## src/design/nmha_ram.sv

```systemverilog
// ----------------------------------------------------------------------------
// nmha_ram: generic single-clock RAM
// One write port, one read port, read data registered.
// ----------------------------------------------------------------------------
module nmha_ram #(
  parameter int WIDTH = 4,
  parameter int DEPTH = 1024
) (
  input  logic                     clk,
  input  logic                     we,
  input  logic [$clog2(DEPTH)-1:0] waddr,
  input  logic [WIDTH-1:0]         wdata,
  input  logic [$clog2(DEPTH)-1:0] raddr,
  output logic [WIDTH-1:0]         rdata
);

  logic [WIDTH-1:0] mem [DEPTH];

  always_ff @(posedge clk) begin
    if (we) begin
      mem[waddr] <= wdata;
    end
    rdata <= mem[raddr];
  end

endmodule

```

## config.mk

```make
export PLATFORM = sky130hd
export DESIGN_NAME = nmha_ram
export DESIGN_NICKNAME = d
export VERILOG_FILES = /design/src/design/nmha_ram.sv
export SDC_FILE = /design/constraint.sdc
export NUM_CORES = 2
export LEC_CHECK = 0
export ABC_AREA = 1
export ABC_CLOCK_PERIOD_IN_PS = 2200
export BUFFER_PORTS_ARGS = -buffer_cell sky130_fd_sc_hd__buf_2
export CAP_MARGIN = 15
export CORE_MARGIN = 2
export CORE_UTILIZATION = 60
export CTS_CLUSTER_SIZE = 12
export DETAILED_ROUTE_END_ITERATION = 16
export HOLD_SLACK_MARGIN = 0.03
export PLACE_DENSITY = 0.76
export SLEW_MARGIN = 20
export SYNTH_ARGS = -nofsm -noshare
export SYNTH_HDL_FRONTEND = slang
export SYNTH_SLANG_ARGS = --single-unit
```

## constraint.sdc

```tcl
create_clock -name clk -period 2.2 [get_ports clk]
set_clock_uncertainty 0.05 [all_clocks]
set_input_delay 0.22 -clock clk [delete_from_list [all_inputs] [get_ports clk]]
set_output_delay 0.22 -clock clk [all_outputs]
set_load 0.005 [all_outputs]
```

==> results.md <==
- Clk pin slew, worst setup/hold paths: 0.06 ns
- Syn_area_per_cell: 11.61 um2
- Synth warn: 0
- Post-CTS setup buffers: 0
- Die Wd: 535.1 um
- WP data required: 2.99 ns
- Placed cell area: 0.1813 mm2
- Commonest non-fill, non-tap cell in the layout: nand2_1
- R2R Setup Slk: -0.03 ns
- Initial antenna violation count: 21
- Failing checks: negative setup slack
- Hold/Removal Path Class: primary input to register
- Final #Nets: 15,030
- TritonCTS Buffers: 407
- Clk sinks: 4,100
- Worst-skew pair later-pin latency: 0.97 ns
- Multi-input logic area: 0.04045 mm2
- Area of the mapped netlist: 0.1693 mm2
- Mean number of vias per cell: 6.269
- Ratio of cells with drive above 1 in the final layout: 10.51%
- I/O pins: 30
- Layout Utilization: 68.57%
- Hpwl dp: 296,700 um
- Slew @ Worst Pin: 0.6288 ns
- CTS root buf: clkbuf_16
- RSZ-0062 raised after global routing: false
- Gpl congestion: 0.9211
- Initial Utilization: 60.17%
- Fmax: 0.4480 GHz
- Power per cell area: 827.2 mW/mm2
- VDD IR max: 0.7277 mV
- CTS tree: built
- Crit start category: register
- Mapped Nets: 14,610
- Critical path class: register to register
- Largest fanout on the critical path: 1
- Top FF cell, synth: edfxtp_1
- Seq/Total Area, Yosys: 72.72%
- Die Area: 0.2864 mm2
- Synth Instances: 14,580
- Final WS setup: -0.03206 ns
- Largest net degree at the start of global routing: 112
- Core Area: 0.2813 mm2
- Outcome: finished, violations left
- Setup violation total in the final timing report: 1
- Static Leak: 67.85 nW
- Vias: 118,900
- Die Height: 535.1 um
- Total congestion overflow: 0
- Max Slew Vio Count: 0
- Fill cells: 18,520
- Crit. End Element: register
- Area grow syn2layout: 13.97%
- Total Routing Usage GR: 32.80%
- Wire length per cell: 25.09 um
- 1st-pass router iterations: 6
- Tcrit/Tclk final: 101.5%
- Register bit count reported by yosys: 4,100
- Sequential cell area: 0.1231 mm2
- Rows: 195
- Final ANT Viol Nets: 0
- Clock buffer depth: 4
- Final wirelength: 476,100 um
- Max_cap viols: 0
- Design area: 0.1929 mm2
- Post-synthesis cell type count: 18
- Post-synth ARST share: 0%
- First-pass GRT wire length: 701,200 um
- Slew headroom: 58.08%
- DRC: 0
- Initial DRC Count: 18,160
- Port bufs: 29
- Number of flops mapped to enable cells by yosys: 4,096
- Hold Vio Cnt, Final: 0
- Crit path time final: 2.232 ns
- H-tree depth: 5
- Critical Path AT: 3.02 ns
- Number of global-route vias before repair: 114,400
- Commonest non-fill, non-tap cells in the layout: nand2_1 (4,156), edfxtp_1 (4,096), nand3_1 (4,079)
cells in the mapped netlist (7+ instances only):
library cell	n	area share [%]
buf_1	156	0.35
buf_2	481	1.4
buf_4	157	0.70
buf_6	61	0.41
clkbuf_1	243	0.54
edfxtp_1	4096	73
inv_1	38	0.084
nand2_1	4178	9.3
nand3_1	4086	12
nand4_1	7	0.026
nor2_1	1040	2.3
nor3_1	24	0.071
per-layer routing:
layer	GRT usage [%]	vias up	share of wire, %
li1	-	52300	-
met1	43.73	56800	35
met2	50.72	8359	46
met3	6.961	1466	13
met4	18.25	12	6.1
met5	0	-	0.016
path summary, 6_finish.rpt:
| check | start | endpoint | depth (start not counted) |
|---|---|---|---|
| setup / recovery | mem[385][0]$_DFFE_PP_ | rdata[0]$_DFF_P_ | 12 |
| setup reg to reg | mem[385][0]$_DFFE_PP_ | rdata[0]$_DFF_P_ | 12 |
| hold reg to reg | mem[52][1]$_DFFE_PP_ | rdata[1]$_DFF_P_ | 12 |
| hold / removal | waddr[9] | mem[396][3]$_DFFE_PP_ | 5 |
sequential cells by signal, summed over array words and instances, names as in the netlist:
register / count
mem: 4096
rdata: 4
cell type report:
cell class / count / share of cell area (%)
tap: 3743 / 2.428
sequential: 4100 / 63.80
timing repair buffer: 1119 / 6.729
clock inverter: 93 / 0.3788
multi-input combinational: 9335 / 20.97
antenna: 15 / 0.01946
clock buffer: 523 / 5.560
inverter: 44 / 0.1142
kinds of logic (layout without fill, tap and decap cells):
group / after synthesis / count (layout) / share of synthesized area, %
DFF: 4100 / 4100 / 72.72
buffers and inverters: 1144 / 1779 / 3.531
other: 0 / 15 / 0
and+or+nand+nor: 9335 / 9335 / 23.75
what timing repair did:
action                                  in CTS  in global routing
hold buffers                                12                  0
endpoints found under the setup margin       0                  2
endpoints found under the hold margin     1962                  0
resized for setup                            0                  4
report_power, final:
group          internal (mW)  total, mW  leakage, nW  switching, mW
combinational           3.48       11.2         25.5           7.70
clock                   34.4       62.4         5.54           28.0
sequential              86.0       86.0         36.8         0.0454
total                    124        160         67.9           35.7
through the flow:
| step | instances | setup WS (ns) | power (mW) | hold slack, ns | setup TNS, ns |
|---|---|---|---|---|---|
| 3_3_place_gp | 18330 | -0.6026 | 98.24 | 0.5088 | -3.432 |
| 4_1_cts | 18960 | 0.01919 | 159.3 | 0.05031 | 0 |
| 2_1_floorplan | 14580 | 0.1914 | 93.04 | 0.2689 | 0 |
| 5_1_grt | 18960 | 0.005958 | 163.2 | 0.1451 | 0 |
| 3_5_place_dp | 18330 | -0.5973 | 98.43 | 0.4955 | -13.08 |
| 6_report | 18970 | -0.03206 | 159.6 | 0.1044 | -0.03206 |
worst max-delay path, cell delays in order (launching register included):
cell and delay [ns]:
edfxtp_1 0.38, nand2_1 0.09, nand3_1 0.08, nand3_1 0.14, nand3_1 0.09, nand3_1 0.09
nand3_1 0.26, nand3_1 0.35, nand3_1 0.13, nand3_1 0.10, nand2_1 0.18, nand2_1 0.11
nand2_1 0.05
No activity file was read; power rests on OpenSTA's default activity.
