`config.mk`:
```
export PLATFORM = sky130hd
export DESIGN_NAME = nmha_ctrl
export DESIGN_NICKNAME = d
export VERILOG_FILES = /design/src/design/nmha_pkg.sv /design/src/design/nmha_ctrl.sv
export SDC_FILE = /design/constraint.sdc
export NUM_CORES = 1
export LEC_CHECK = 0
export BUFFER_PORTS_ARGS = -buffer_cell sky130_fd_sc_hd__buf_2
export CORE_MARGIN = 10
export CORE_UTILIZATION = 45
export DETAILED_ROUTE_END_ITERATION = 7
export PLACE_DENSITY = 0.6
export SKIP_LAST_GASP = 1
export SLEW_MARGIN = 20
export SYNTH_ARGS = -nofsm -noshare
export SYNTH_HDL_FRONTEND = slang
export SYNTH_SLANG_ARGS = --single-unit
```
`constraint.sdc`:
```
create_clock -name clk -period 16.5 [get_ports clk]
set_clock_uncertainty 0.15 [all_clocks]
set_input_delay 3.3 -clock clk [delete_from_list [all_inputs] [get_ports clk]]
set_output_delay 3.3 -clock clk [all_outputs]
set_load 0.1 [all_outputs]
```
`src/design/nmha_pkg.sv`:
```
// ----------------------------------------------------------------------------
// nmha_pkg: shared types and constants of the nibble map heap allocator
// Map entry codes, command, status and strategy codes, request and result
// structs, and the control struct of the fit search unit.
// ----------------------------------------------------------------------------
package nmha_pkg;

  // default number of managed heap cells
  localparam int CELLS_DEF = 1024;

  // map entry codes
  localparam logic [3:0] ENT_FREE = 4'h0;
  localparam logic [3:0] ENT_CONT = 4'hF;

  // commands
  localparam logic [1:0] CMD_ALLOC   = 2'd0;
  localparam logic [1:0] CMD_FREE    = 2'd1;
  localparam logic [1:0] CMD_FREEALL = 2'd2;
  localparam logic [1:0] CMD_REALLOC = 2'd3;

  // status codes
  localparam logic [1:0] ST_OK      = 2'd0;
  localparam logic [1:0] ST_NOSPACE = 2'd1;
  localparam logic [1:0] ST_OWNER   = 2'd2;
  localparam logic [1:0] ST_REFUSED = 2'd3;

  // allocation strategies
  localparam logic [1:0] STRAT_FIRST = 2'd0;
  localparam logic [1:0] STRAT_BEST  = 2'd1;
  localparam logic [1:0] STRAT_NEXT  = 2'd2;
  localparam logic [1:0] STRAT_WORST = 2'd3;

  // configuration register indexes
  localparam logic CFG_STRATEGY = 1'b0;
  localparam logic CFG_BASE     = 1'b1;

  typedef struct packed {
    logic [1:0]  cmd;
    logic [15:0] addr;
    logic [10:0] size;
    logic [3:0]  pid;
  } req_t;

  typedef struct packed {
    logic [1:0]  status;
    logic [15:0] result_address;
    logic        move_needed;
    logic [10:0] move_length;
  } rsp_t;

  // per-cell control of the fit search unit
  typedef struct packed {
    logic clr;
    logic step;
    logic free;
    logic last;
  } fit_ctl_t;

endpackage

```
`src/design/nmha_ctrl.sv`:
```
// ----------------------------------------------------------------------------
// nmha_ctrl: command sequencer of the allocator
// Walks the ownership map one cell per read (issue, then use the data),
// writes entries back and builds the result of each request.
// ----------------------------------------------------------------------------
module nmha_ctrl #(
  parameter int CELLS = nmha_pkg::CELLS_DEF
) (
  input  logic                     clk,
  input  logic                     rst,
  input  logic                     start,
  input  nmha_pkg::req_t           req,
  output logic                     busy,
  output logic                     done,
  output nmha_pkg::rsp_t           rsp,
  input  logic [1:0]               strategy,
  input  logic [15:0]              base_address,
  output logic                     ram_we,
  output logic [$clog2(CELLS)-1:0] ram_waddr,
  output logic [3:0]               ram_wdata,
  output logic [$clog2(CELLS)-1:0] ram_raddr,
  input  logic [3:0]               ram_rdata,
  output nmha_pkg::fit_ctl_t       fit_ctl,
  output logic [$clog2(CELLS)-1:0] fit_idx,
  output logic [((($clog2(CELLS)+1) > 11) ? ($clog2(CELLS)+1) : 11):0] fit_size,
  output logic [1:0]               fit_mode,
  input  logic                     fit_found,
  input  logic [$clog2(CELLS)-1:0] fit_at
);

  localparam int AW = $clog2(CELLS);
  localparam int CW = AW + 1;
  localparam int LW = ((CW > 11) ? CW : 11) + 1;

  localparam logic [3:0] S_CLEAR  = 4'd0;
  localparam logic [3:0] S_IDLE   = 4'd1;
  localparam logic [3:0] S_HEAD   = 4'd2;
  localparam logic [3:0] S_FREE   = 4'd3;
  localparam logic [3:0] S_FALL   = 4'd4;
  localparam logic [3:0] S_LEN    = 4'd5;
  localparam logic [3:0] S_AFTER  = 4'd6;
  localparam logic [3:0] S_BEFORE = 4'd7;
  localparam logic [3:0] S_DECIDE = 4'd8;
  localparam logic [3:0] S_FITGO  = 4'd9;
  localparam logic [3:0] S_FIT    = 4'd10;
  localparam logic [3:0] S_FITEND = 4'd11;
  localparam logic [3:0] S_WRITE  = 4'd12;

  logic [3:0]    state;
  logic          pend;
  logic          live;
  logic [LW-1:0] ptr;
  logic [1:0]    cmd_r;
  logic [3:0]    pid_r;
  logic [LW-1:0] size_r;
  logic [LW-1:0] h;
  logic [LW-1:0] e;
  logic [LW-1:0] p;
  logic [LW-1:0] old;
  logic [LW-1:0] after_n;
  logic [LW-1:0] whi;
  logic [LW-1:0] wmid;
  logic          wpid;
  logic          then_free;
  logic          pass2;
  logic          in_chunk;
  logic [AW-1:0] cursor;

  logic [3:0]    v;
  logic [LW-1:0] rd_ptr;
  logic          at_end;
  logic [15:0]   idx16;
  logic          in_heap;
  logic          pid_bad;
  logic [1:0]    st_in;
  logic          walk_back;
  logic [LW-1:0] diff;
  logic [LW-1:0] before_n;
  logic [LW-1:0] p_end;

  function automatic logic [15:0] to_addr(input logic [15:0] base, input logic [LW-1:0] x);
    to_addr = base + 16'(x);
  endfunction

  always_comb begin
    v         = ram_rdata;
    rd_ptr    = (state == S_BEFORE) ? ptr - LW'(1) : ptr;
    ram_raddr = rd_ptr[AW-1:0];
    at_end    = (ptr == LW'(CELLS));
    idx16     = req.addr - base_address;
    in_heap   = ({1'b0, idx16} < 17'(CELLS));
    pid_bad   = (req.pid == nmha_pkg::ENT_FREE) || (req.pid == nmha_pkg::ENT_CONT);
    walk_back = (v == nmha_pkg::ENT_CONT) && (ptr != '0);
    diff      = size_r - old;
    before_n  = h - p;
    p_end     = p + size_r;
    busy      = (state != S_IDLE);
    done      = (state == S_IDLE) && live;
  end

  // status decided at request time; anything but ok ends the request at once
  always_comb begin
    st_in = nmha_pkg::ST_OK;
    case (req.cmd)
      nmha_pkg::CMD_ALLOC: begin
        if (pid_bad) begin
          st_in = nmha_pkg::ST_REFUSED;
        end else if (req.size == '0 || LW'(req.size) > LW'(CELLS)) begin
          st_in = nmha_pkg::ST_NOSPACE;
        end
      end
      nmha_pkg::CMD_FREE: begin
        if (!in_heap) begin
          st_in = nmha_pkg::ST_OWNER;
        end
      end
      nmha_pkg::CMD_FREEALL: st_in = nmha_pkg::ST_OK;
      default: begin
        if (pid_bad) begin
          st_in = nmha_pkg::ST_REFUSED;
        end else if (!in_heap) begin
          st_in = nmha_pkg::ST_OWNER;
        end
      end
    endcase
  end

  // map writes
  always_comb begin
    ram_we    = 1'b0;
    ram_waddr = ptr[AW-1:0];
    ram_wdata = nmha_pkg::ENT_FREE;
    case (state)
      S_CLEAR: ram_we = 1'b1;
      S_HEAD:  ram_we = pend && !walk_back && (v == pid_r) &&
                        (v != nmha_pkg::ENT_FREE) && (cmd_r == nmha_pkg::CMD_FREE);
      S_FREE:  ram_we = pend && (v == nmha_pkg::ENT_CONT);
      S_FALL:  ram_we = pend && ((v == pid_r) || (in_chunk && v == nmha_pkg::ENT_CONT));
      S_WRITE: begin
        ram_we    = (ptr != whi);
        ram_wdata = wpid ? pid_r : ((ptr < wmid) ? nmha_pkg::ENT_CONT : nmha_pkg::ENT_FREE);
      end
      default: ram_we = 1'b0;
    endcase
  end

  // fit search unit control
  always_comb begin
    fit_ctl.clr  = (state == S_FITGO);
    fit_ctl.step = (state == S_FIT) && pend;
    fit_ctl.free = (v == nmha_pkg::ENT_FREE);
    fit_ctl.last = (ptr == LW'(CELLS - 1));
    fit_idx      = ptr[AW-1:0];
    fit_size     = size_r;
    fit_mode     = (strategy == nmha_pkg::STRAT_NEXT) ? nmha_pkg::STRAT_FIRST : strategy;
  end

  // a request was taken or finished at the last edge; done when back in idle
  always_ff @(posedge clk) begin
    if (rst) begin
      live <= 1'b0;
    end else begin
      live <= (state == S_IDLE) ? start : (state != S_CLEAR);
    end
  end

  // sequencer
  always_ff @(posedge clk) begin
    if (rst) begin
      state     <= S_CLEAR;
      pend      <= 1'b0;
      ptr       <= '0;
      cursor    <= '0;
      then_free <= 1'b0;
    end else begin
      case (state)
        // clearing pass over the map after reset
        S_CLEAR: begin
          if (ptr == LW'(CELLS - 1)) begin
            state <= S_IDLE;
          end
          ptr <= ptr + LW'(1);
        end

        S_IDLE: begin
          if (start) begin
            cmd_r    <= req.cmd;
            pid_r    <= req.pid;
            size_r   <= LW'(req.size);
            rsp      <= {st_in, 16'd0, 1'b0, 11'd0};
            pend     <= 1'b0;
            pass2    <= 1'b0;
            in_chunk <= 1'b0;
            if (st_in == nmha_pkg::ST_OK) begin
              case (req.cmd)
                nmha_pkg::CMD_ALLOC: state <= S_FITGO;
                nmha_pkg::CMD_FREE: begin
                  ptr   <= LW'(idx16[AW-1:0]);
                  state <= S_HEAD;
                end
                nmha_pkg::CMD_FREEALL: begin
                  if (!pid_bad) begin
                    ptr   <= '0;
                    state <= S_FALL;
                  end
                end
                default: begin
                  ptr   <= LW'(idx16[AW-1:0]);
                  state <= S_HEAD;
                end
              endcase
            end
          end
        end

        // walk back over continuation cells to the chunk head
        S_HEAD: begin
          if (!pend) begin
            pend <= 1'b1;
          end else begin
            pend <= 1'b0;
            if (walk_back) begin
              ptr <= ptr - LW'(1);
            end else begin
              h <= ptr;
              if (v != pid_r) begin
                rsp.status <= nmha_pkg::ST_OWNER;
                state      <= S_IDLE;
              end else if (cmd_r == nmha_pkg::CMD_FREE) begin
                if (v == nmha_pkg::ENT_FREE) begin
                  state <= S_IDLE;
                end else begin
                  ptr   <= ptr + LW'(1);
                  state <= S_FREE;
                end
              end else begin
                old   <= LW'(1);
                ptr   <= ptr + LW'(1);
                state <= S_LEN;
              end
            end
          end
        end

        // free continuation cells of the chunk
        S_FREE: begin
          if (!pend && at_end) begin
            state <= S_IDLE;
          end else if (!pend) begin
            pend <= 1'b1;
          end else begin
            pend <= 1'b0;
            if (v == nmha_pkg::ENT_CONT) begin
              ptr <= ptr + LW'(1);
            end else begin
              state <= S_IDLE;
            end
          end
        end

        // free every chunk of one process
        S_FALL: begin
          if (!pend && at_end) begin
            state <= S_IDLE;
          end else if (!pend) begin
            pend <= 1'b1;
          end else begin
            pend <= 1'b0;
            ptr  <= ptr + LW'(1);
            if (v == pid_r) begin
              in_chunk <= 1'b1;
            end else if (!(in_chunk && v == nmha_pkg::ENT_CONT)) begin
              in_chunk <= 1'b0;
            end
          end
        end

        // measure the old chunk
        S_LEN: begin
          if (!pend && !at_end) begin
            pend <= 1'b1;
          end else if (pend && v == nmha_pkg::ENT_CONT) begin
            pend <= 1'b0;
            old  <= old + LW'(1);
            ptr  <= ptr + LW'(1);
          end else begin
            pend <= 1'b0;
            e    <= ptr;
            if (size_r <= old) begin
              // shrink in place
              ptr           <= h + size_r;
              wmid          <= h + size_r;
              whi           <= ptr;
              wpid          <= 1'b0;
              rsp.result_address <= to_addr(base_address, h);
              state         <= S_WRITE;
            end else begin
              after_n <= '0;
              state   <= S_AFTER;
            end
          end
        end

        // count free cells after the chunk
        S_AFTER: begin
          if (!pend && !at_end) begin
            pend <= 1'b1;
          end else if (pend && v == nmha_pkg::ENT_FREE) begin
            pend    <= 1'b0;
            after_n <= after_n + LW'(1);
            ptr     <= ptr + LW'(1);
          end else begin
            pend  <= 1'b0;
            ptr   <= h;
            state <= S_BEFORE;
          end
        end

        // find free cells before the chunk
        S_BEFORE: begin
          if (!pend && ptr != '0) begin
            pend <= 1'b1;
          end else if (pend && v == nmha_pkg::ENT_FREE) begin
            pend <= 1'b0;
            ptr  <= ptr - LW'(1);
          end else begin
            pend  <= 1'b0;
            p     <= ptr;
            state <= S_DECIDE;
          end
        end

        S_DECIDE: begin
          if (diff <= after_n) begin
            // grow into the space after
            ptr   <= e;
            wmid  <= h + size_r;
            whi   <= h + size_r;
            wpid  <= 1'b0;
            rsp.result_address <= to_addr(base_address, h);
            state <= S_WRITE;
          end else if (before_n + after_n >= diff) begin
            // slide down into the space before
            ptr   <= p;
            wmid  <= p_end;
            whi   <= (e > p_end) ? e : p_end;
            wpid  <= 1'b1;
            rsp.result_address <= to_addr(base_address, p);
            rsp.move_needed    <= 1'b1;
            rsp.move_length    <= 11'(old);
            state <= S_WRITE;
          end else if (size_r > LW'(CELLS)) begin
            rsp.status <= nmha_pkg::ST_NOSPACE;
            state      <= S_IDLE;
          end else begin
            state <= S_FITGO;
          end
        end

        S_FITGO: begin
          ptr   <= (strategy == nmha_pkg::STRAT_NEXT && !pass2) ? LW'(cursor) : '0;
          state <= S_FIT;
        end

        // free run search over the map
        S_FIT: begin
          if (!pend && at_end) begin
            state <= S_FITEND;
          end else if (!pend) begin
            pend <= 1'b1;
          end else begin
            pend <= 1'b0;
            ptr  <= ptr + LW'(1);
          end
        end

        S_FITEND: begin
          if (fit_found) begin
            if (strategy == nmha_pkg::STRAT_NEXT) begin
              cursor <= fit_at;
            end
            ptr   <= LW'(fit_at);
            wmid  <= LW'(fit_at) + size_r;
            whi   <= LW'(fit_at) + size_r;
            wpid  <= 1'b1;
            rsp.result_address <= to_addr(base_address, LW'(fit_at));
            if (cmd_r == nmha_pkg::CMD_REALLOC) begin
              rsp.move_needed <= 1'b1;
              rsp.move_length <= 11'(old);
              then_free       <= 1'b1;
            end
            state <= S_WRITE;
          end else if (strategy == nmha_pkg::STRAT_NEXT && !pass2) begin
            pass2 <= 1'b1;
            state <= S_FITGO;
          end else begin
            rsp.status <= nmha_pkg::ST_NOSPACE;
            state      <= S_IDLE;
          end
        end

        // write a range: owner, continuation up to wmid, free up to whi
        S_WRITE: begin
          if (ptr != whi) begin
            ptr  <= ptr + LW'(1);
            wpid <= 1'b0;
          end else if (then_free) begin
            ptr       <= h;
            wmid      <= h;
            whi       <= e;
            wpid      <= 1'b0;
            then_free <= 1'b0;
          end else begin
            state <= S_IDLE;
          end
        end

        default: state <= S_IDLE;
      endcase
    end
  end

  // the map is only written while a request or the clearing pass runs
  a_no_idle_write: assert property (@(posedge clk) disable iff (rst)
    ram_we |-> (state != S_IDLE))
    else $error("map written while idle");

  // a map read always completes in the following cycle
  a_read_one_cycle: assert property (@(posedge clk) disable iff (rst)
    pend |=> !pend)
    else $error("read left pending");

  // a reported data move belongs to a successful request
  a_move_ok: assert property (@(posedge clk) disable iff (rst)
    (done && rsp.move_needed) |-> (rsp.status == nmha_pkg::ST_OK))
    else $error("move reported on failure");

endmodule

```
==> qor.csv <==
metric,value,unit
status,"finished, final reports clean",
Yosys cell types,84,
most frequent CP cell,buf_2,
Final HPWL DP,45300,um
WHS,0.352,ns
Crit-path slowest cell,buf_2,
largest family of logic cells by synthesized area,compound AO/OA/AOI/OAI gates,
reg2reg start,h[1],
worst setup path endpoint,ram_we,
"most common cell after layout, fill and taps aside",nor2_1,
FMAX,0.115,GHz
Routed wire per std cell,24.2,um
max-cap viol count,0,
DRC viols,0,
Avg Vias per Cell,6.19,
final setup TNS,0,ns
"flops & latches, synth",163,
nets,2189,
"non-filler cells, final",2412,
TritonCTS clock tree,yes,
YS warnings,0,
period utilization,0.525,
ys flop type,edfxtp_1,
"Setup Fix Bufs, Post-CTS",0,
RSZ-0062 raised after global routing,false,
worst-path cell chain,buf_2 -> xnor2_1 -> nand4_1 -> or2_2 -> nor3b_1 -> a211o_1 -> buf_2,
first drt pass iteration count,6,
Compound-Gate Fraction of Synth Area,0.218,
worst setup margin,7.83,ns
power per cell area,118,nW/um^2
H-tree depth,4,
Syn Nets,2078,
Tmin final,8.67,ns
Worst Setup SP,ram_rdata[1],
crit path max fanout,6,
port bufs,152,
placed cells,2380,
pre-CTS setup slack,7.89,ns
final hold vios,0,
Die W,207,um
post-cts resize count,0,
DRT Wirelength,58300,um
Core Rows,68,
clock buffer depth,2,
fin. max-slew vios,0,
slew margin rel.,0.223,
adder-cell share of the synthesized area,0.149,
Hold Path Depth,2,
via count,14933,
I/O pins,154,
"Seq/Total Area, Yosys",0.293,
gr usage total,0.262,
Hold WC Path Type,flip-flop to flip-flop,
ANT nets after route,0,
vias in the first global route,14298,
Post-Synth Simple-Gate Area,0.173,
routability cong.,0.961,
core area,34500,um^2
share of post-route cells with drive strength above 1,0.131,
Hold Buf Count CTS,0,
Root Buffer Master,clkbuf_16,
Worst Path Arrival,5.22,ns
Die Height,207,um
Crit path required time,13.05,ns
ANT cells,0,
"Avg Cell Area, Syn",8.59,um^2
Worst-Skew Late Latency,0.46,ns
Syn Inst Count,1833,
# setup viols final,0,
total grt overflow,0,
Crit. End Element,primary output,
Startpoint Class,input pin,
Post-synth EDFFs,134,
starting density of the core,0.456,
Max rail drop VDD,0.141,mV
Crit Path Category,input pin to primary output,
slowest cell delay on critical path,0.44,ns
r2r setup slk,9.69,ns
TritonCTS Buffers,17,
r2r endpoint,ptr[2],
pin count of the biggest net entering global routing,41,
Lkg Pwr,7.40,nW
clk sink count,163,
die area,42900,um^2
most frequent cells in the layout,"nor2_1, ha_1, buf_2, inv_1, edfxtp_1",
initial antenna violation count,0,
first-pass GRT wire length,88000,um
Least-Margin Pin Slew,1.17,ns
post-synthesis xor/xnor area fraction,0.0801,
Syn Std Cell Area,15700,um^2
ys async rst share,0,
P&R area growth vs syn,11.2,%
R2R depth,23,
Final Cell Area,17500,um^2
mux contribution to synthesized area,0.0210,
Starting DRT DRC Count,1618,
clk slew on worst S/H paths,0.07,ns
DP Area,16900,um^2
## worst max-delay path, delay by kind of cell
kind,cells,cell delay [ns]
xor gates and xnor gates,1,0.15
buffers and inverters,2,0.58
AOI/OAI and AO/OA,1,0.22
and+or+nand+nor,3,0.97
## layout make-up
| type | instances | area (um^2) |
|---|---|---|
| clock buffer | 17 | 425 |
| tap | 455 | 569 |
| multi-input combinational | 1428 | 10200 |
| sequential | 163 | 4600 |
| inverter | 151 | 567 |
| timing repair buffer | 183 | 993 |
| clock inverter | 15 | 185 |
| fill | 3402 | 17000 |
## registers in the layout, indices dropped and copies added, names as in the netlist, 2 cells and up
register and cells:
old 12, e 12, ptr 12, cmd_r 2, after_n 12, pid_r 4, fit_size 11, whi 12
h 12, state 4, cursor 10, p 12, wmid 12, rsp 30
## metrics by stage
step | total power [mW] | util
after floorplan | 1.40 | -
final | 2.07 | 0.507
after detailed placement | 1.64 | 0.489
after CTS | 2.06 | 0.506
after global placement | 1.63 | 0.489
after global routing | 2.16 | 0.507
## Yosys cell counts, types with 36 or more instances
| library cell | count | area [um^2] |
|---|---|---|
| edfxtp_1 | 134 | 4020 |
| xor2_1 | 56 | 490 |
| o21ai_0 | 97 | 485 |
| nand3_1 | 59 | 295 |
| nand2_1 | 130 | 488 |
| ha_1 | 157 | 1960 |
| a21oi_1 | 121 | 606 |
| inv_1 | 147 | 552 |
| clkbuf_1 | 40 | 150 |
| a21o_1 | 36 | 270 |
| nor2_1 | 189 | 709 |
| nor3_1 | 51 | 255 |
| xnor2_1 | 88 | 771 |
## per-layer routing
| metal | routed length, um | global-route usage |
|---|---|---|
| met2 | 26000 | 0.410 |
| met5 | 0 | 0 |
| met3 | 4780 | 0.0402 |
| met4 | 2270 | 0.103 |
| met1 | 25300 | 0.356 |
## cell families after synthesis
group	count (synthesis)
AND/OR/NAND/NOR	571
AO/OA/AOI/OAI	503
buffers and inverters	242
adder cells (fa/ha/maj)	176
flip-flops	163
XOR/XNOR	144
multiplexers	33
other	1
## power by group
group / switching [mW] / total [mW] / internal [mW]
clock: 0.212 / 0.419 / 0.207
sequential: 0.0530 / 0.560 / 0.507
combinational: 0.796 / 1.09 / 0.293
total: 1.06 / 2.07 / 1.01
## worst min path at each step
stage / from / end
after floorplan: cursor[1] / cursor[1]
after global placement: cursor[0] / cursor[0]
after detailed placement: cursor[1] / cursor[1]
after CTS: cursor[1] / cursor[1]
after global routing: cursor[3] / cursor[3]
final: cursor[2] / cursor[2]
Note: power is estimated with default switching activity, not from simulation.
