==> src/design/nmha_pkg.sv <==
// ----------------------------------------------------------------------------
// nmha_pkg: shared types and constants of the nibble map heap allocator
// Map entry codes, command, status and strategy codes, request and result
// structs, and the control struct of the fit search unit.
// ----------------------------------------------------------------------------
package nmha_pkg;

  // default number of managed heap cells
  localparam int CELLS_DEF = 1024;

  // map entry codes
  localparam logic [3:0] ENT_FREE = 4'h0;
  localparam logic [3:0] ENT_CONT = 4'hF;

  // commands
  localparam logic [1:0] CMD_ALLOC   = 2'd0;
  localparam logic [1:0] CMD_FREE    = 2'd1;
  localparam logic [1:0] CMD_FREEALL = 2'd2;
  localparam logic [1:0] CMD_REALLOC = 2'd3;

  // status codes
  localparam logic [1:0] ST_OK      = 2'd0;
  localparam logic [1:0] ST_NOSPACE = 2'd1;
  localparam logic [1:0] ST_OWNER   = 2'd2;
  localparam logic [1:0] ST_REFUSED = 2'd3;

  // allocation strategies
  localparam logic [1:0] STRAT_FIRST = 2'd0;
  localparam logic [1:0] STRAT_BEST  = 2'd1;
  localparam logic [1:0] STRAT_NEXT  = 2'd2;
  localparam logic [1:0] STRAT_WORST = 2'd3;

  // configuration register indexes
  localparam logic CFG_STRATEGY = 1'b0;
  localparam logic CFG_BASE     = 1'b1;

  typedef struct packed {
    logic [1:0]  cmd;
    logic [15:0] addr;
    logic [10:0] size;
    logic [3:0]  pid;
  } req_t;

  typedef struct packed {
    logic [1:0]  status;
    logic [15:0] result_address;
    logic        move_needed;
    logic [10:0] move_length;
  } rsp_t;

  // per-cell control of the fit search unit
  typedef struct packed {
    logic clr;
    logic step;
    logic free;
    logic last;
  } fit_ctl_t;

endpackage

==> src/design/nmha_fit.sv <==
// ----------------------------------------------------------------------------
// nmha_fit: free run tracker for the allocation search
// Sees one map cell per step, tracks the current free run and keeps the
// chosen run (first, best or worst fit, ties to the lowest).
// ----------------------------------------------------------------------------
module nmha_fit #(
  parameter int CELLS = nmha_pkg::CELLS_DEF
) (
  input  logic                       clk,
  input  logic                       rst,
  input  nmha_pkg::fit_ctl_t         ctl,
  input  logic [$clog2(CELLS)-1:0]   idx,
  input  logic [((($clog2(CELLS)+1) > 11) ? ($clog2(CELLS)+1) : 11):0] size,
  input  logic [1:0]                 mode,
  output logic                       found,
  output logic [$clog2(CELLS)-1:0]   at
);

  localparam int AW = $clog2(CELLS);
  localparam int CW = AW + 1;
  localparam int LW = ((CW > 11) ? CW : 11) + 1;

  logic          in_run;
  logic [AW-1:0] run_start;
  logic [CW-1:0] run_len;
  logic [CW-1:0] best_len;

  logic [CW-1:0] new_len;
  logic [AW-1:0] new_start;
  logic          run_end;
  logic [CW-1:0] cand_len;
  logic [AW-1:0] cand_start;
  logic          take;

  // candidate run when a run closes at a used cell or at the range end
  always_comb begin
    new_len    = in_run ? run_len + CW'(1) : CW'(1);
    new_start  = in_run ? run_start : idx;
    run_end    = ctl.step && ((ctl.free && ctl.last) || (!ctl.free && in_run));
    cand_len   = ctl.free ? new_len : run_len;
    cand_start = ctl.free ? new_start : run_start;
    take       = run_end && (LW'(cand_len) >= size) &&
                 (!found ||
                  (mode == nmha_pkg::STRAT_BEST  && cand_len < best_len) ||
                  (mode == nmha_pkg::STRAT_WORST && cand_len > best_len));
  end

  always_ff @(posedge clk) begin
    if (rst || ctl.clr) begin
      in_run <= 1'b0;
      found  <= 1'b0;
    end else if (ctl.step) begin
      in_run <= ctl.free;
      if (ctl.free) begin
        run_len   <= new_len;
        run_start <= new_start;
      end
      if (take) begin
        found    <= 1'b1;
        best_len <= cand_len;
        at       <= cand_start;
      end
    end
  end

endmodule

==> config.mk <==
export PLATFORM = sky130hd
export DESIGN_NAME = nmha_fit
export DESIGN_NICKNAME = d
export VERILOG_FILES = /design/src/design/nmha_pkg.sv /design/src/design/nmha_fit.sv
export SDC_FILE = /design/constraint.sdc
export NUM_CORES = 1
export LEC_CHECK = 0
export BUFFER_PORTS_ARGS = -buffer_cell sky130_fd_sc_hd__buf_2
export CORE_UTILIZATION = 55
export DETAILED_ROUTE_END_ITERATION = 10
export PLACE_DENSITY = 0.79
export SYNTH_ARGS = -nofsm -noshare
export SYNTH_HDL_FRONTEND = slang
export SYNTH_SLANG_ARGS = --single-unit
==> constraint.sdc <==
create_clock -name clk -period 4.2 [get_ports clk]
set_clock_uncertainty 0.1 [all_clocks]
set_input_delay 1.05 -clock clk [delete_from_list [all_inputs] [get_ports clk]]
set_output_delay 1.05 -clock clk [all_outputs]
set_load 0.1 [all_outputs]
==> results of run 1 <==
## placed cells by master (no fill, tap or decap), drive strengths merged
cell,instances
nor3,2
mux2i,1
a31oi,1
clkinv,1
or3,1
xnor2,1
nand3b,2
ha,23
a221oi,1
a21oi,7
nor2b,3
and4,1
clkbuf,6
or2b,1
buf,46
a211oi,1
xor2,5
o2111ai,1
nand3,6
bufinv,1
dfxtp,2
edfxtp,42
nor2,12
nand2,39
inv,25
o21a,3
and3,3
o31a,2
o21ai,11
nand4,7
mux2,1
a21o,2
and2,1
## metrics by stage
stage	worst slack [ps]	utilization, %	total power (W)
2_1_floorplan	481	-	0.000555
3_3_place_gp	418	65.0	0.000584
3_5_place_dp	335	65.0	0.000587
4_1_cts	643	67.6	0.000893
5_1_grt	445	67.6	0.000922
6_report	628	67.6	0.000889
## power groups by stage
stage               clock [W]  sequential, W  combinational [W]
floorplan                   0       0.000505          0.0000506
global placement            0       0.000503          0.0000807
detailed placement          0       0.000503          0.0000837
CTS                  0.000315       0.000493          0.0000841
global route         0.000333       0.000494          0.0000949
finish               0.000313       0.000494          0.0000825
## worst min path at each step
stage / startpoint / endpoint
5_1_grt: found / found
2_1_floorplan: run_start[0] / at[0]
3_3_place_gp: found / found
6_report: found / found
4_1_cts: found / found
3_5_place_dp: found / found
## routing by layer
metal	GRT usage [%]	vias up	wire, µm	part of all wire (%)
met4	9.57	0	74	1.9
met5	0	-	0	0
met3	4.05	7	165	4.2
met1	23.8	753	1810	46
met2	33.0	38	1920	48
li1	-	842	-	-
## flip-flops by register name, indices dropped and copies added, names as in the netlist
signal,count
best_len,11
found,1
at,10
in_run,1
run_start,10
run_len,11
## kinds of logic after synthesis
logic type,count (synthesis)
simple gates,78
flops,44
compound gates,29
buf+inv,29
fa+ha+maj,23
xor+xnor,6
mux,2
## layout make-up
type                            count  area (µm²)  share of cell area [%]
Tap cell                           50        62.6                    2.30
Multi-Input combinational cell    138         915                    33.6
Inverter                           25        93.8                    3.44
Clock inverter                      2        35.0                    1.29
Clock buffer                        6        72.6                    2.66
Timing Repair Buffer               46         245                    9.00
Sequential cell                    44        1300                    47.8
==> results.txt, run 1 <==
Placement Rows: 23
outcome: finished clean
area grow syn2layout: 16.7%
Worst Setup SP: ctl[1]
net switching power: 0.000188 W
GRT Util Overall: 19.6%
sequential area share after synthesis: 55.7%
Post-synth EDFFs: 42
count leader, synth: edfxtp_1
reg-to-reg slack, setup: 970 ps
port bufs: 40
vias in the first global route: 1,468
gpl congestion: 0.818
Setup crit end kind: register
Synth Area in Simple Gates: 15.8%
die area: 4510 µm²
Fin. Hold Viols: 0
share of power burned in registers: 55.5%
Critical R2R Capture: at[4]
Post-CTS Resized: 0
H-tree depth: 2
period utilization: 85.0%
Clk pwr share: 35.2%
Synth area leaders: edfxtp_1 (54%), ha_1 (12%), nand2_1 (6.3%)
yosys warns: 0
Synth top area share: 54.0%
asr flop ratio synth: 0%
largest net degree at the start of global routing: 22
HPWL after DPL: 3100 µm
worst path bufs/invs: 2
max-slew violation count: 0
Die H: 67.2 µm
RSZ-0062 raised after global routing: no
Power Density: 326 nW/µm²
Mapped Cells: 211
Pint: 0.000701 W
Max VDD drop: 187 µV
leading area contributor after synthesis: edfxtp_1
initial core utilization: 58.0%
post-synthesis cell area: 2330 µm²
fill count: 316
chip width: 67.2 µm
Hold Buf Count CTS: 0
Switching Share: 21.1%
I/O pins: 41
hold depth: 1
worst path arrival time: 3470 ps
Yosys cell types: 36
Post-route DRC: 0
crit-path leading delay family: simple AND/OR/NAND/NOR gates
layout cells sized above 1: 22.6%
first-pass GRT wire length: 6240 µm
crit-path cells: buf_2 > nand4_1 > or3_1 > a21oi_1 > ha_1 > nand4_1 > a21oi_1 > o31a_1 > o21ai_1 > and4_1 > buf_4
Post-DP Area: 2620 µm²
XOR/XNOR share of the synthesized area: 2.25%
setup_tns: 0 ps
crit-path max cell delay: 390 ps
Total Nets Final: 313
Max FO, Critical Path: 14
TritonCTS Buffers: 5
slowest stage cell on the critical path: or3_1
post-DR wirelength/cell: 12.8 µm
#FFs+latches synth: 44
clock latency at the later pin of the worst-skew pair: 300 ps
initial antenna violation count: 0
Final Cell Area: 2730 µm²
DRT iter0 DRCs: 101
Post-DRT Antenna Nets: 0
mux contribution to synthesized area: 0.911%
min Tclk post-route: 3570 ps
CTS max path bufs: 2
Final Setup Violations: 0
TritonCTS clock tree: yes
Avg Synthesized Cell Area: 11.1 µm²
Non-Filler Instances: 311
post-synth net total: 264
global route total overflow: 0
Least-Margin Pin Slew: 903 ps
combinational power share: 9.3%
vias per cell: 5.27
Pre-antenna DRT Iters: 4
Ant. Diodes: 0
Hold Path Class: reg2reg
Setup Buffers After CTS: 0
Core ar.: 4030 µm²
Critical Path RT: 4100 ps
R2R Path Start: run_len[0]
via count: 1,640
Synth Area in Adders: 12.3%
Slew HR: 39.8%
main combinational cell family by area after synthesis: simple AND/OR/NAND/NOR gates
crit start category: input pin
Clock Pin Slew Worst Setup and Hold Paths: 80 ps
Worst Hold Slack: 434 ps
fmax: 280 MHz
WL final: 3970 µm
most frequent cells after synthesis: edfxtp_1 (42), nand2_1 (39), inv_1 (25), ha_1 (23), nor2_1 (10)
Critical Path Stages: 11
Synth Flop Type: edfxtp_1
CTS Sinks: 44
post-synthesis compound-gate area fraction: 7.93%
DP Cell Count: 303
WS Path Type: in2reg
Leak Pwr: 1.23 nW
Max Cap Violations: 0
Register-to-Register Path Depth: 11
Setup crit end: at[4]
clock root buffer master: clkbuf_8
Note: power is estimated with default switching activity, not from simulation.
==> inputs of run 2 (changes only) <==
--- a/config.mk
+++ b/config.mk
@@ -8,7 +8,7 @@
 export BUFFER_PORTS_ARGS = -buffer_cell sky130_fd_sc_hd__buf_2
 export CORE_UTILIZATION = 55
 export DETAILED_ROUTE_END_ITERATION = 10
-export PLACE_DENSITY = 0.79
+export PLACE_DENSITY = 0.9
 export SYNTH_ARGS = -nofsm -noshare
 export SYNTH_HDL_FRONTEND = slang
 export SYNTH_SLANG_ARGS = --single-unit
==> results.txt, run 2 (same netlist as run 1, synthesis figures left out) <==
outcome: finished clean
CTS Sinks: 44 (unchanged)
Hold Buf Count CTS: 0 (unchanged)
I/O pins: 41 (unchanged)
largest net degree at the start of global routing: 22 (unchanged)
Clock Pin Slew Worst Setup and Hold Paths: 80 ps (about the same)
Switching Share: 21.8% (+0.68 points)
Post-DRT Antenna Nets: 0 (unchanged)
Least-Margin Pin Slew: 947 ps (+43.9 ps)
commonest non-fill, non-tap cells in the layout: edfxtp_1 (42), buf_2 (40), nand2_1 (39), inv_1 (25), ha_1 (23)
Final Cell Area: 2690 µm² (-1.2%)
crit-path max cell delay: 290 ps (-100 ps)
Worst Setup SP: ctl[1]
FF/Latch Area: 1300 µm² (unchanged)
share of power burned in registers: 58.7% (+3.2 points)
Post-DP Area: 2600 µm² (-0.57%)
max-slew violation count: 0 (unchanged)
HPWL after DPL: 3270 µm (+5.4%)
Post-CTS Resized: 0 (unchanged)
fill count: 315 (-0.32%)
Power Density: 312 nW/µm² (-4.2%)
area taken by multi-input logic gates: 915 µm² (unchanged)
area grow syn2layout: 15.3%
post-DR wirelength/cell: 13.9 µm (+8.8%)
Die H: 67.2 µm (unchanged)
crit-path leading delay family: simple AND/OR/NAND/NOR gates
port bufs: 40 (unchanged)
net switching power: 0.000183 W (-2.3%)
worst path bufs/invs: 2 (unchanged)
crit-path cells: buf_2 > nand4_1 > nor2_1 > nand3_1 > xor2_1 > nor2_2 > ha_1 > a21oi_1 > o21a_1 > o21ai_0 > o21ai_1 > and4_1 > buf_4
Placement Rows: 23 (unchanged)
chip width: 67.2 µm (unchanged)
Post-route DRC: 0 (unchanged)
min Tclk post-route: 3700 ps (+124 ps)
GRT Util Overall: 21.1% (+1.5 points)
biggest regs: best_len: 11 flops, run_len: 11 flops
Max FO, Critical Path: 14 (unchanged)
clock root buffer master: clkbuf_8
initial core utilization: 58.0% (unchanged)
Register-to-Register Path Depth: 13 (+2)
die area: 4510 µm² (unchanged)
Total Nets Final: 311 (-0.64%)
Core ar.: 4030 µm² (unchanged)
Critical Path Stages: 13 (+2)
Critical Path RT: 4100 ps (about the same)
Max VDD drop: 124 µV (-34%)
global route total overflow: 0 (unchanged)
R2R Path Start: run_len[0]
Setup crit end kind: register
Fin. Hold Viols: 0 (unchanged)
Setup Buffers After CTS: 0 (unchanged)
combinational power share: 9.8% (+0.5 points)
slowest stage cell on the critical path: ha_1
vias per cell: 5.33 (+1.1%)
vias in the first global route: 1,543 (+5.1%)
crit start category: input pin
WS Path Type: in2reg
Ant. Diodes: 0 (unchanged)
Clk pwr share: 31.5% (-3.7 points)
initial antenna violation count: 0 (unchanged)
Pre-antenna DRT Iters: 4 (unchanged)
period utilization: 88.0% (+3.0 points)
Hold Path Class: reg2reg
Leak Pwr: 1.21 nW (-1.6%)
clock latency at the later pin of the worst-skew pair: 290 ps (about the same)
gpl congestion: 0.821 (+0.39%)
WL final: 4290 µm (+8.1%)
TritonCTS clock tree: yes
RSZ-0062 raised after global routing: no
Hold Crit Start: found
commonest non-fill, non-tap cell in the layout: edfxtp_1
Max Cap Violations: 0 (unchanged)
first-pass GRT wire length: 6820 µm (+9.2%)
setup_tns: 0 ps (unchanged)
DRT iter0 DRCs: 133 (+32%)
H-tree depth: 2 (unchanged)
fmax: 271 MHz (-3.4%)
Pint: 0.000658 W (-6.2%)
TritonCTS Buffers: 5 (unchanged)
layout cells sized above 1: 21.6% (-0.98 points)
Final Setup Violations: 0 (unchanged)
CTS max path bufs: 2 (unchanged)
worst path arrival time: 3600 ps (+130 ps)
hold depth: 1 (unchanged)
via count: 1,648 (+0.49%)
Slew HR: 36.9% (-2.9 points)
==> run 2: changes by cell type in the layout (fill, tap and decap cells not counted) <==
cell	change
buf_4	-2
bufinv_16	-1
clkbuf_1	+1
clkbuf_8	+1
clkinv_2	-1
==> run 2: area by class of cell <==
| cell class | count | share of cell area (%) |
|---|---|---|
| clock buffer | 8 | 3.35 |
| inverter | 25 | 3.49 |
| multi-input combinational | 138 | 34.0 |
| sequential | 44 | 48.3 |
| tap | 50 | 2.32 |
| timing repair buffer | 44 | 8.55 |
==> run 2: worst paths after layout <==
| check | to | slack (ps) |
|---|---|---|
| worst min register to register | found | 440 |
| worst max register to register | best_len[7] | 810 |
| worst max-delay path | best_len[7] | 500 |
| worst min-delay path | found | 440 |
==> run 2: metal layers <==
layer  share of wire, %  vias up  track usage [%]
met4                1.9        0             8.24
met5                  0        -                0
met1                 43      747             25.2
li1                   -      836                -
met2                 50       57             36.5
met3                5.3        8             5.07
==> run 2: power groups by stage <==
stage | sequential, W | combinational, W | clock (W)
6_report | 0.000494 | 0.0000825 | 0.000265
5_1_grt | 0.000494 | 0.0000942 | 0.000284
4_1_cts | 0.000494 | 0.0000834 | 0.000269
3_5_place_dp | 0.000504 | 0.0000824 | 0
3_3_place_gp | 0.000503 | 0.0000782 | 0
2_1_floorplan | 0.000505 | 0.0000506 | 0
==> run 2: per-stage QoR <==
step	setup WS, ps	total power (W)	hold slack [ps]	std cells	utilization, %
floorplan	481	0.000555	407	211	-
global placement	371	0.000581	402	301	64.6
detailed placement	220	0.000586	413	301	64.6
CTS	514	0.000846	431	309	66.8
global route	337	0.000873	450	309	66.8
finish	504	0.000841	437	309	66.8
==> inputs of run 3 (changes only) <==
--- a/config.mk
+++ b/config.mk
@@ -6,7 +6,9 @@
 export NUM_CORES = 1
 export LEC_CHECK = 0
 export BUFFER_PORTS_ARGS = -buffer_cell sky130_fd_sc_hd__buf_2
-export CORE_UTILIZATION = 55
+export CELL_PAD_IN_SITES_DETAIL_PLACEMENT = 1
+export CELL_PAD_IN_SITES_GLOBAL_PLACEMENT = 2
+export CORE_UTILIZATION = 36
 export DETAILED_ROUTE_END_ITERATION = 10
 export PLACE_DENSITY = 0.9
 export SYNTH_ARGS = -nofsm -noshare
==> results.txt, run 3 (same netlist as run 1, synthesis figures left out) <==
crit-path max cell delay: 280 ps (about the same)
worst path bufs/invs: 2 (unchanged)
R2R Path Start: run_len[0]
combinational power share: 9.3% (-0.5 points)
crit-path cells: buf_2 > nand4_1 > nor2_1 > nand3_1 > xor2_1 > nor2_2 > ha_1 > and3_1 > and3_1 > nand3_1 > a31oi_1 > and4_1 > buf_12
reg-to-reg slack, setup: 960 ps (+150 ps)
layout cells sized above 1: 22.7% (+1.1 points)
CTS Sinks: 44 (unchanged)
net switching power: 0.000211 W (+15%)
TritonCTS Buffers: 5 (unchanged)
setup slack after layout: 662 ps (+159 ps)
Post-DRT Antenna Nets: 0 (unchanged)
I/O pins: 41 (unchanged)
HPWL after DPL: 3880 µm (+19%)
Register-to-Register Path Depth: 13 (unchanged)
share of power burned in registers: 54.0% (-4.7 points)
worst path arrival time: 3440 ps (-160 ps)
WS Path Type: in2reg
area taken by multi-input logic gates: 915 µm² (unchanged)
Fin. Hold Viols: 0 (unchanged)
vias in the first global route: 1,755 (+14%)
RSZ-0062 raised after global routing: no
initial antenna violation count: 0 (unchanged)
Post-route DRC: 0 (unchanged)
Switching Share: 23.0% (+1.2 points)
CTS max path bufs: 2 (unchanged)
via count: 1,673 (+1.5%)
TritonCTS clock tree: yes
largest net degree at the start of global routing: 22 (unchanged)
Critical Path RT: 4110 ps (about the same)
Least-Margin Pin Slew: 1000 ps (+54.1 ps)
initial core utilization: 38.3% (-20 points)
Setup crit end kind: register
Final Setup Violations: 0 (unchanged)
Hold Buf Count CTS: 0 (unchanged)
area grow syn2layout: 18.6%
Setup Buffers After CTS: 0 (unchanged)
Die H: 82.5 µm (+23%)
Max VDD drop: 146 µV (+17%)
Pint: 0.000704 W (+7.1%)
gpl congestion: 0.694 (-16%)
Hold Path Class: reg2reg
Clock Pin Slew Worst Setup and Hold Paths: 80 ps (about the same)
biggest regs: best_len: 11 flops, run_len: 11 flops
Total Nets Final: 312 (+0.32%)
port bufs: 40 (unchanged)
crit-path leading delay family: simple AND/OR/NAND/NOR gates
FF/Latch Area: 1300 µm² (unchanged)
clock root buffer master: clkbuf_8
Pre-antenna DRT Iters: 4 (unchanged)
slowest stage cell on the critical path: ha_1
H-tree depth: 2 (unchanged)
Leak Pwr: 1.23 nW (+1.4%)
commonest non-fill, non-tap cells in the layout: edfxtp_1 (42), buf_2 (40), nand2_1 (39), inv_1 (25), ha_1 (23)
Slew HR: 33.3% (-3.6 points)
Core ar.: 6100 µm² (+51%)
dpl ws: 318 ps (+97.8 ps)
period utilization: 84.2% (-3.8 points)
DRT iter0 DRCs: 64 (-52%)
Max Cap Violations: 0 (unchanged)
Post-CTS Resized: 0 (unchanged)
fmax: 283 MHz (+4.5%)
vias per cell: 4.99 (-6.4%)
chip width: 82.5 µm (+23%)
Hold Crit Start: found
Clk pwr share: 36.7% (+5.2 points)
commonest non-fill, non-tap cell in the layout: edfxtp_1
Ant. Diodes: 0 (unchanged)
min Tclk post-route: 3540 ps (-159 ps)
Worst Setup SP: ctl[1]
fill count: 710 (+130%)
global route total overflow: 0 (unchanged)
worst hold path endpoint: found
GRT Util Overall: 16.1% (-5.0 points)
crit start category: input pin
Post-Route Utilization: 45.4% (-21 points)
Power Density: 330 nW/µm² (+5.8%)
die area: 6810 µm² (+51%)
clock latency at the later pin of the worst-skew pair: 300 ps (about the same)
outcome: finished clean
Placement Rows: 28 (+22%)
hold depth: 1 (unchanged)
post-DR wirelength/cell: 14.8 µm (+6.4%)
setup_tns: 0 ps (unchanged)
WL final: 4950 µm (+15%)
first-pass GRT wire length: 8020 µm (+18%)
Critical R2R Capture: best_len[9]
Max FO, Critical Path: 21 (+7)
max-slew violation count: 0 (unchanged)
-- run 3: changes by cell type in the layout (fill, tap and decap cells not counted), sizes merged --
| cell | before | now |
|---|---|---|
| buf | 44 | 45 |
| clkbuf | 8 | 5 |
| clkinvlp | 0 | 1 |
| bufinv | 0 | 1 |
| inv | 25 | 26 |
-- run 3: metal layers --
metal / track usage (%) / vias up / wire (µm) / share of wire [%]
met1: 19.6 / 806 / 2160 / 44
met5: 0 / - / 0 / 0
met3: 3.08 / 5 / 137 / 2.8
met2: 28.7 / 24 / 2590 / 52
li1: - / 838 / - / -
met4: 4.66 / 0 / 61 / 1.2
-- run 3: power by group through the flow --
stage	Sequential (W)	Clock (W)	Combinational, W
after floorplan	0.000505	0	0.0000506
after global placement	0.000504	0	0.0000842
after detailed placement	0.000504	0	0.0000876
after CTS	0.000494	0.000342	0.0000879
after global routing	0.000495	0.000357	0.0000976
final	0.000494	0.000336	0.0000850
-- run 3: worst max path at each step --
stage | cells past startpoint | to
finish | 13 | best_len[9]
global route | 13 | best_len[8]
CTS | 13 | best_len[9]
detailed placement | 13 | at[2]
global placement | 11 | at[2]
floorplan | 9 | at[0]
-- run 3: through the flow --
stage	hold slack, ps	total power (W)	instances	instance area, µm²
2_1_floorplan	407	0.000555	211	2330
3_3_place_gp	423	0.000588	327	2650
3_5_place_dp	425	0.000592	327	2650
4_1_cts	448	0.000924	335	2770
5_1_grt	472	0.000950	335	2770
6_report	440	0.000915	335	2770
-- run 3: final cells by class --
cell class | instances | share of cell area (%)
Sequential cell | 44 | 47.0
Multi-Input combinational cell | 138 | 33.0
Timing Repair Buffer | 45 | 9.04
Inverter | 25 | 3.39
Tap cell | 75 | 3.39
Clock buffer | 5 | 2.49
Clock inverter | 3 | 1.67
-- run 3: worst reg2reg max path, cell delays in order, from the launching register on --
cell and delay, ps:
edfxtp_1 450, ha_1 230, nand4_1 210, nor2_1 220, nand3_1 110, xor2_1 170, nor2_2 80, ha_1 280
and3_1 160, and3_1 190, nand3_1 90, a31oi_1 210, and4_1 260, buf_12 190
